**config.mk**
```make
export PLATFORM = sky130hd
export DESIGN_NAME = idrm_ctrl
export DESIGN_NICKNAME = d
export VERILOG_FILES = /design/src/rtl/idrm_pkg.sv /design/src/rtl/idrm_ctrl.sv
export SDC_FILE = /design/constraint.sdc
export NUM_CORES = 1
export LEC_CHECK = 0
export ABC_AREA = 1
export ABC_CLOCK_PERIOD_IN_PS = 3300
export CORE_UTILIZATION = 33
export DETAILED_ROUTE_END_ITERATION = 10
export DONT_BUFFER_PORTS = 1
export PLACE_DENSITY_LB_ADDON = 0.12
export SYNTH_ARGS = -nofsm -noshare
export SYNTH_HDL_FRONTEND = slang
export SYNTH_SLANG_ARGS = --single-unit
```
**constraint.sdc**
```tcl
create_clock -name clock -period 3.3 [get_ports clock]
set_input_delay 0.33 -clock clock [delete_from_list [all_inputs] [get_ports clock]]
set_output_delay 0.33 -clock clock [all_outputs]
set_load 0.01 [all_outputs]
```
**src/rtl/idrm_pkg.sv**
```systemverilog
// shared types and constants of the impulse detector
`default_nettype none

package idrm_pkg;

   // field and register widths
   localparam int SAMPLE_W   = 16;
   localparam int E_W        = 31;
   localparam int LEVEL_W    = 31;
   localparam int GAIN_W     = 16;
   localparam int CSR_IDX_W  = 2;
   localparam int CSR_DATA_W = 31;
   localparam int RSP_W      = 8;

   // register indexes
   localparam logic [CSR_IDX_W-1:0] CSR_LEVEL = 2'd0;
   localparam logic [CSR_IDX_W-1:0] CSR_RMS   = 2'd1;
   localparam logic [CSR_IDX_W-1:0] CSR_EGAIN = 2'd2;

   // register reset values
   localparam logic [LEVEL_W-1:0] LEVEL_RST = 31'd1000000;
   localparam logic [GAIN_W-1:0]  RMS_RST   = 16'd4096;
   localparam logic [GAIN_W-1:0]  EGAIN_RST = 16'd512;

   // shift-add product of the rms criterion
   localparam int MUL_STEPS = 17;
   localparam int MCNT_W    = 5;

   // commands from controller to datapath
   typedef struct packed {
      logic load;
      logic col_start;
      logic col_run;
      logic col_end;
      logic scan_start;
      logic scan_run;
      logic psq;
      logic mul_start;
      logic mul_run;
      logic med_start;
      logic cand_rd;
      logic cand_lat;
      logic inner_run;
      logic med_next;
      logic gain_mul;
   } idrm_cmd_type;

   // status from datapath to controller
   typedef struct packed {
      logic tap_last;
      logic win_full;
      logic col_done;
      logic scan_done;
      logic crit1_ok;
      logic mul_done;
      logic crit2_ok;
      logic inner_done;
      logic med_found;
      logic med_b;
      logic det_ok;
   } idrm_sts_type;

endpackage

`default_nettype wire

```
**src/rtl/idrm_ctrl.sv**
```systemverilog
// controller state machine and result register
`default_nettype none

module idrm_ctrl import idrm_pkg::*; (
   input  wire logic               clock,
   input  wire logic               reset,
   input  wire logic               req_tvalid,
   output logic                    req_tready,
   output logic                    rsp_tvalid,
   input  wire logic               rsp_tready,
   output logic [RSP_W-1:0]        rsp_tdata,
   output idrm_cmd_type            cmd,
   input  wire idrm_sts_type       sts
);

   localparam logic [3:0] S_IDLE   = 4'd0;
   localparam logic [3:0] S_RDOLD  = 4'd1;
   localparam logic [3:0] S_COL    = 4'd2;
   localparam logic [3:0] S_COLEND = 4'd3;
   localparam logic [3:0] S_SCAN   = 4'd4;
   localparam logic [3:0] S_PSQ    = 4'd5;
   localparam logic [3:0] S_MST    = 4'd6;
   localparam logic [3:0] S_MUL    = 4'd7;
   localparam logic [3:0] S_MCAND  = 4'd8;
   localparam logic [3:0] S_MLAT   = 4'd9;
   localparam logic [3:0] S_MIN    = 4'd10;
   localparam logic [3:0] S_MCHK   = 4'd11;
   localparam logic [3:0] S_G1     = 4'd12;
   localparam logic [3:0] S_G2     = 4'd13;
   localparam logic [3:0] S_EMIT   = 4'd14;

   logic [3:0] state_ff, state_in;
   logic       res_det_ff, res_det_in, res_full_ff, res_full_in;
   logic       rsp_valid_ff, rsp_valid_in, rsp_det_ff, rsp_det_in, rsp_full_ff, rsp_full_in;

   assign req_tready = (state_ff == S_IDLE);
   assign rsp_tvalid = rsp_valid_ff;
   assign rsp_tdata  = {{(RSP_W-2){1'b0}}, rsp_full_ff, rsp_det_ff};

   // sequencing
   always_comb begin
      state_in = state_ff;
      res_det_in = res_det_ff;
      res_full_in = res_full_ff;
      cmd = '0;
      rsp_valid_in = rsp_valid_ff & ~rsp_tready;
      rsp_det_in = rsp_det_ff;
      rsp_full_in = rsp_full_ff;
      case (state_ff)
         S_IDLE: begin
            if (req_tvalid) begin
               cmd.load = 1'b1;
               state_in = S_RDOLD;
            end
         end
         S_RDOLD: begin
            cmd.col_start = 1'b1;
            state_in = S_COL;
         end
         S_COL: begin
            if (sts.col_done) state_in = S_COLEND;
            else cmd.col_run = 1'b1;
         end
         S_COLEND: begin
            cmd.col_end = 1'b1;
            if (sts.tap_last && sts.win_full) begin
               cmd.scan_start = 1'b1;
               state_in = S_SCAN;
            end else if (sts.tap_last) begin
               res_det_in = 1'b0;
               res_full_in = 1'b0;
               state_in = S_EMIT;
            end else begin
               state_in = S_IDLE;
            end
         end
         S_SCAN: begin
            cmd.scan_run = 1'b1;
            if (sts.scan_done) state_in = S_PSQ;
         end
         S_PSQ: begin
            cmd.psq = 1'b1;
            res_full_in = 1'b1;
            res_det_in = 1'b0;
            state_in = sts.crit1_ok ? S_MST : S_EMIT;
         end
         S_MST: begin
            cmd.mul_start = 1'b1;
            state_in = S_MUL;
         end
         S_MUL: begin
            if (sts.mul_done) begin
               if (sts.crit2_ok) begin
                  cmd.med_start = 1'b1;
                  state_in = S_MCAND;
               end else begin
                  state_in = S_EMIT;
               end
            end else begin
               cmd.mul_run = 1'b1;
            end
         end
         S_MCAND: begin
            cmd.cand_rd = 1'b1;
            state_in = S_MLAT;
         end
         S_MLAT: begin
            cmd.cand_lat = 1'b1;
            state_in = S_MIN;
         end
         S_MIN: begin
            cmd.inner_run = 1'b1;
            if (sts.inner_done) state_in = S_MCHK;
         end
         S_MCHK: begin
            cmd.med_next = 1'b1;
            state_in = (sts.med_found && sts.med_b) ? S_G1 : S_MCAND;
         end
         S_G1: begin
            cmd.gain_mul = 1'b1;
            state_in = S_G2;
         end
         S_G2: begin
            res_det_in = sts.det_ok;
            state_in = S_EMIT;
         end
         S_EMIT: begin
            if (!rsp_valid_ff || rsp_tready) begin
               rsp_valid_in = 1'b1;
               rsp_det_in = res_det_ff;
               rsp_full_in = res_full_ff;
               state_in = S_IDLE;
            end
         end
         default: state_in = S_IDLE;
      endcase
   end

   always_ff @(posedge clock) begin
      if (reset) begin
         state_ff <= S_IDLE;
         rsp_valid_ff <= 1'b0;
      end else begin
         state_ff <= state_in;
         rsp_valid_ff <= rsp_valid_in;
      end
   end

   always_ff @(posedge clock) begin
      res_det_ff <= res_det_in;
      res_full_ff <= res_full_in;
      rsp_det_ff <= rsp_det_in;
      rsp_full_ff <= rsp_full_in;
   end

endmodule

`default_nettype wire

```
==> impl_metrics.json <==
{
  "synth-compound-area-share_pct": 7.395,
  "worstSkewPairLatency_ns": 0.25,
  "ys_ff_latch": 9,
  "postCtsHoldBufs": 0,
  "min_period_over_period_pct": 54.24,
  "setup_viol": 0,
  "crit_fanout": 8,
  "die_area_mm2": 0.002450,
  "wl_per_cell_um": 10.80,
  "grt_usage_pct": 12.98,
  "fin_crit_ns": 1.790,
  "vias_per_cell": 4.617,
  "drv_slew": 0,
  "grt_overflow": 0,
  "grt_max_degree": 9,
  "synthCells": 116,
  "synthFlopType": "dfxtp_1",
  "min_from": "reset",
  "yosysTopAreaCell": "edfxtp_1",
  "ir_worst_vdd_uv": 149.0,
  "grt_pass1_vias": 562,
  "synth_top_family_by_area": "simple AND/OR/NAND/NOR gates",
  "rsz0062_at_grt": "false",
  "die_y_um": 49.50,
  "grt_first_pass_wirelength_um": 2442,
  "synthTopCellsByCount": "nand2_1, nor2_1, inv_1",
  "slowest_delay_ns": 0.50,
  "cp_data_required_time_ns": 2.97,
  "yosysTopAreaCellShare_pct": 16.13,
  "port_buffers": 0,
  "die_w_um": 49.50,
  "crit_family": "simple AND/OR/NAND/NOR gates",
  "rows": 16,
  "cp.buffers_inverters": 1,
  "synth-simple-area-share_pct": 40.17,
  "dr.pass1.iters": 4,
  "synth.area.top_cells": "edfxtp_1, dfxtp_1, buf_4",
  "r2r_start": "state_ff[2]",
  "core_region_area_mm2": 0.002042,
  "p_per_area_mw_per_mm2": 398.2,
  "first_iter_violations": 12,
  "async_flop_share_pct": 0,
  "initial_core_util_pct": 36.46,
  "ant_nets": 0,
  "synthXorXnorAreaFrac_pct": 0,
  "min_path_type": "in2reg",
  "clock_path_buffers": 2,
  "crit_slowest_cell": "dfxtp_1",
  "numCtsBuffers": 3,
  "crit_path_end_kind": "primary output",
  "syn_area_um2": 744.5,
  "fillers": 241,
  "hold_viol": 0,
  "vias": 651,
  "muxShareOfSynthArea_pct": 0,
  "outcome": "finished clean",
  "synth.avg_cell_area_um2": 6.418,
  "reg2regPathDepth": 8,
  "power.leakage_nw": 0.3685,
  "cts_tree": "built",
  "cts-root-buf": "clkbuf_4",
  "clkSinkCount": 9,
  "gp_congestion": 0.8929,
  "cts_resized": 0,
  "arrival_ns": 1.46,
  "num_io_pins": 40,
  "dp.final_hpwl_um": 1253,
  "dp.cells": 137,
  "hold_path_end": "state_ff[2]",
  "reg2reg_setup_slack_ns": 1.83,
  "drive_above_1_share_pct": 19.30,
  "synth_fa_ha_area_share_pct": 0,
  "finClkSkew_ns": 0.002062,
  "ys_types": 22,
  "postCtsSetupRepairBufs": 0,
  "synth_edf_count": 4,
  "r2r_end": "state_ff[2]",
  "fmax_mhz": 558.7,
  "path_cells": "inv_2 > nor2_2 > nand2_1 > nor3_1",
  "cts_max_level": 1,
  "area_growth_pct": -0.6723,
  "whs_path_depth": 1,
  "critPathLaunchType": "flip-flop",
  "drc": 0,
  "fin_nets": 130,
  "setup_tns_ns": 0,
  "crit_type": "reg2out",
  "antennaDiodeCount": 0,
  "clkTransAtPathRegs_ns": 0.06,
  "yosys_warnings": 0,
  "wl_um": 1523,
  "cap_violations": 0,
  "stdcell_count": 141,
  "antenna_found_initial": 0,
  "yosysSeqAreaShare_pct": 29.58
}
power breakdown:
group          internal [mW]  leakage, nW  total (mW)  switching [mW]
logic                 0.0232        0.274      0.0806          0.0575
clock network         0.0464       0.0150      0.0824          0.0360
registers              0.121       0.0791       0.131          0.0106
routing by layer:
| layer | global-route usage (%) | up-vias | wire length [um] |
|---|---|---|---|
| li1 | - | 342 | - |
| met2 | 20.78 | 28 | 683 |
| met5 | 0 | - | 0 |
| met1 | 17.79 | 281 | 788 |
| met3 | 0.9259 | 0 | 51 |
| met4 | 5.714 | 0 | 0 |
worst max-delay path by stage:
stage,start,endpoint,slack (ns),cells past startpoint
floorplan,state_ff[1],cmd[14],1.99,4
finish,state_ff[2],cmd[5],1.51,4
CTS,state_ff[2],cmd[5],1.51,4
global placement,state_ff[2],cmd[5],1.84,4
detailed placement,state_ff[2],cmd[5],1.79,4
global route,state_ff[2],cmd[5],1.42,4
per-stage QoR:
step	instance area [um^2]	util (%)	setup WS, ns	hold slack (ns)	total power, mW
floorplan	763.2	-	1.994	0.3924	0.2067
global placement	713.2	34.93	1.839	0.3959	0.2147
detailed placement	713.2	34.93	1.790	0.3958	0.2145
CTS	739.5	36.21	1.510	0.1253	0.2979
global route	739.5	36.21	1.417	0.1146	0.3191
finish	739.5	36.21	1.510	0.1343	0.2944
cell type report:
type                            count  area, um^2  area share, %
Sequential cell                     9       220.2          29.78
Clock buffer                        4       26.28          3.553
Multi-Input combinational cell     79       376.6          50.93
Tap cell                           27       33.78          4.569
Inverter                           22       82.58          11.17
kinds of logic after synthesis:
kind of cell           count (synthesis)
other                                  1
buffers and inverters                 33
flip-flops                             9
AO/OA/AOI/OAI                          9
AND/OR/NAND/NOR                       64
registers in the layout, indices dropped and copies added (netlist names):
register,count
state_ff,4
res_det_ff,1
res_full_ff,1
rsp_det_ff,1
rsp_full_ff,1
rsp_tvalid,1
worst reg2reg max path: cells and delay by family (launching register included):
kind	cells	cell delay, ns
simple gates	6	0.66
compound gates	1	0.13
flops	1	0.50
buf+inv	1	0.11
cells in the final DEF, fill, tap and decap left out:
cell type	Yosys	routed
nor3_1	4	4
nor3b_1	1	1
nand3_1	10	10
conb_1	1	6
dfxtp_1	5	5
nor2_4	1	1
a31oi_1	1	1
inv_1	17	17
nand2_2	6	6
a21oi_1	3	3
clkbuf_1	0	1
nor2_2	6	6
o21bai_1	1	1
clkbuf_4	0	3
nand2_1	18	18
o211ai_1	1	1
inv_2	5	5
nor2_1	18	18
a21oi_2	1	1
o21ai_1	2	2
edfxtp_1	4	4
Power figures use the tool's default switching activity.
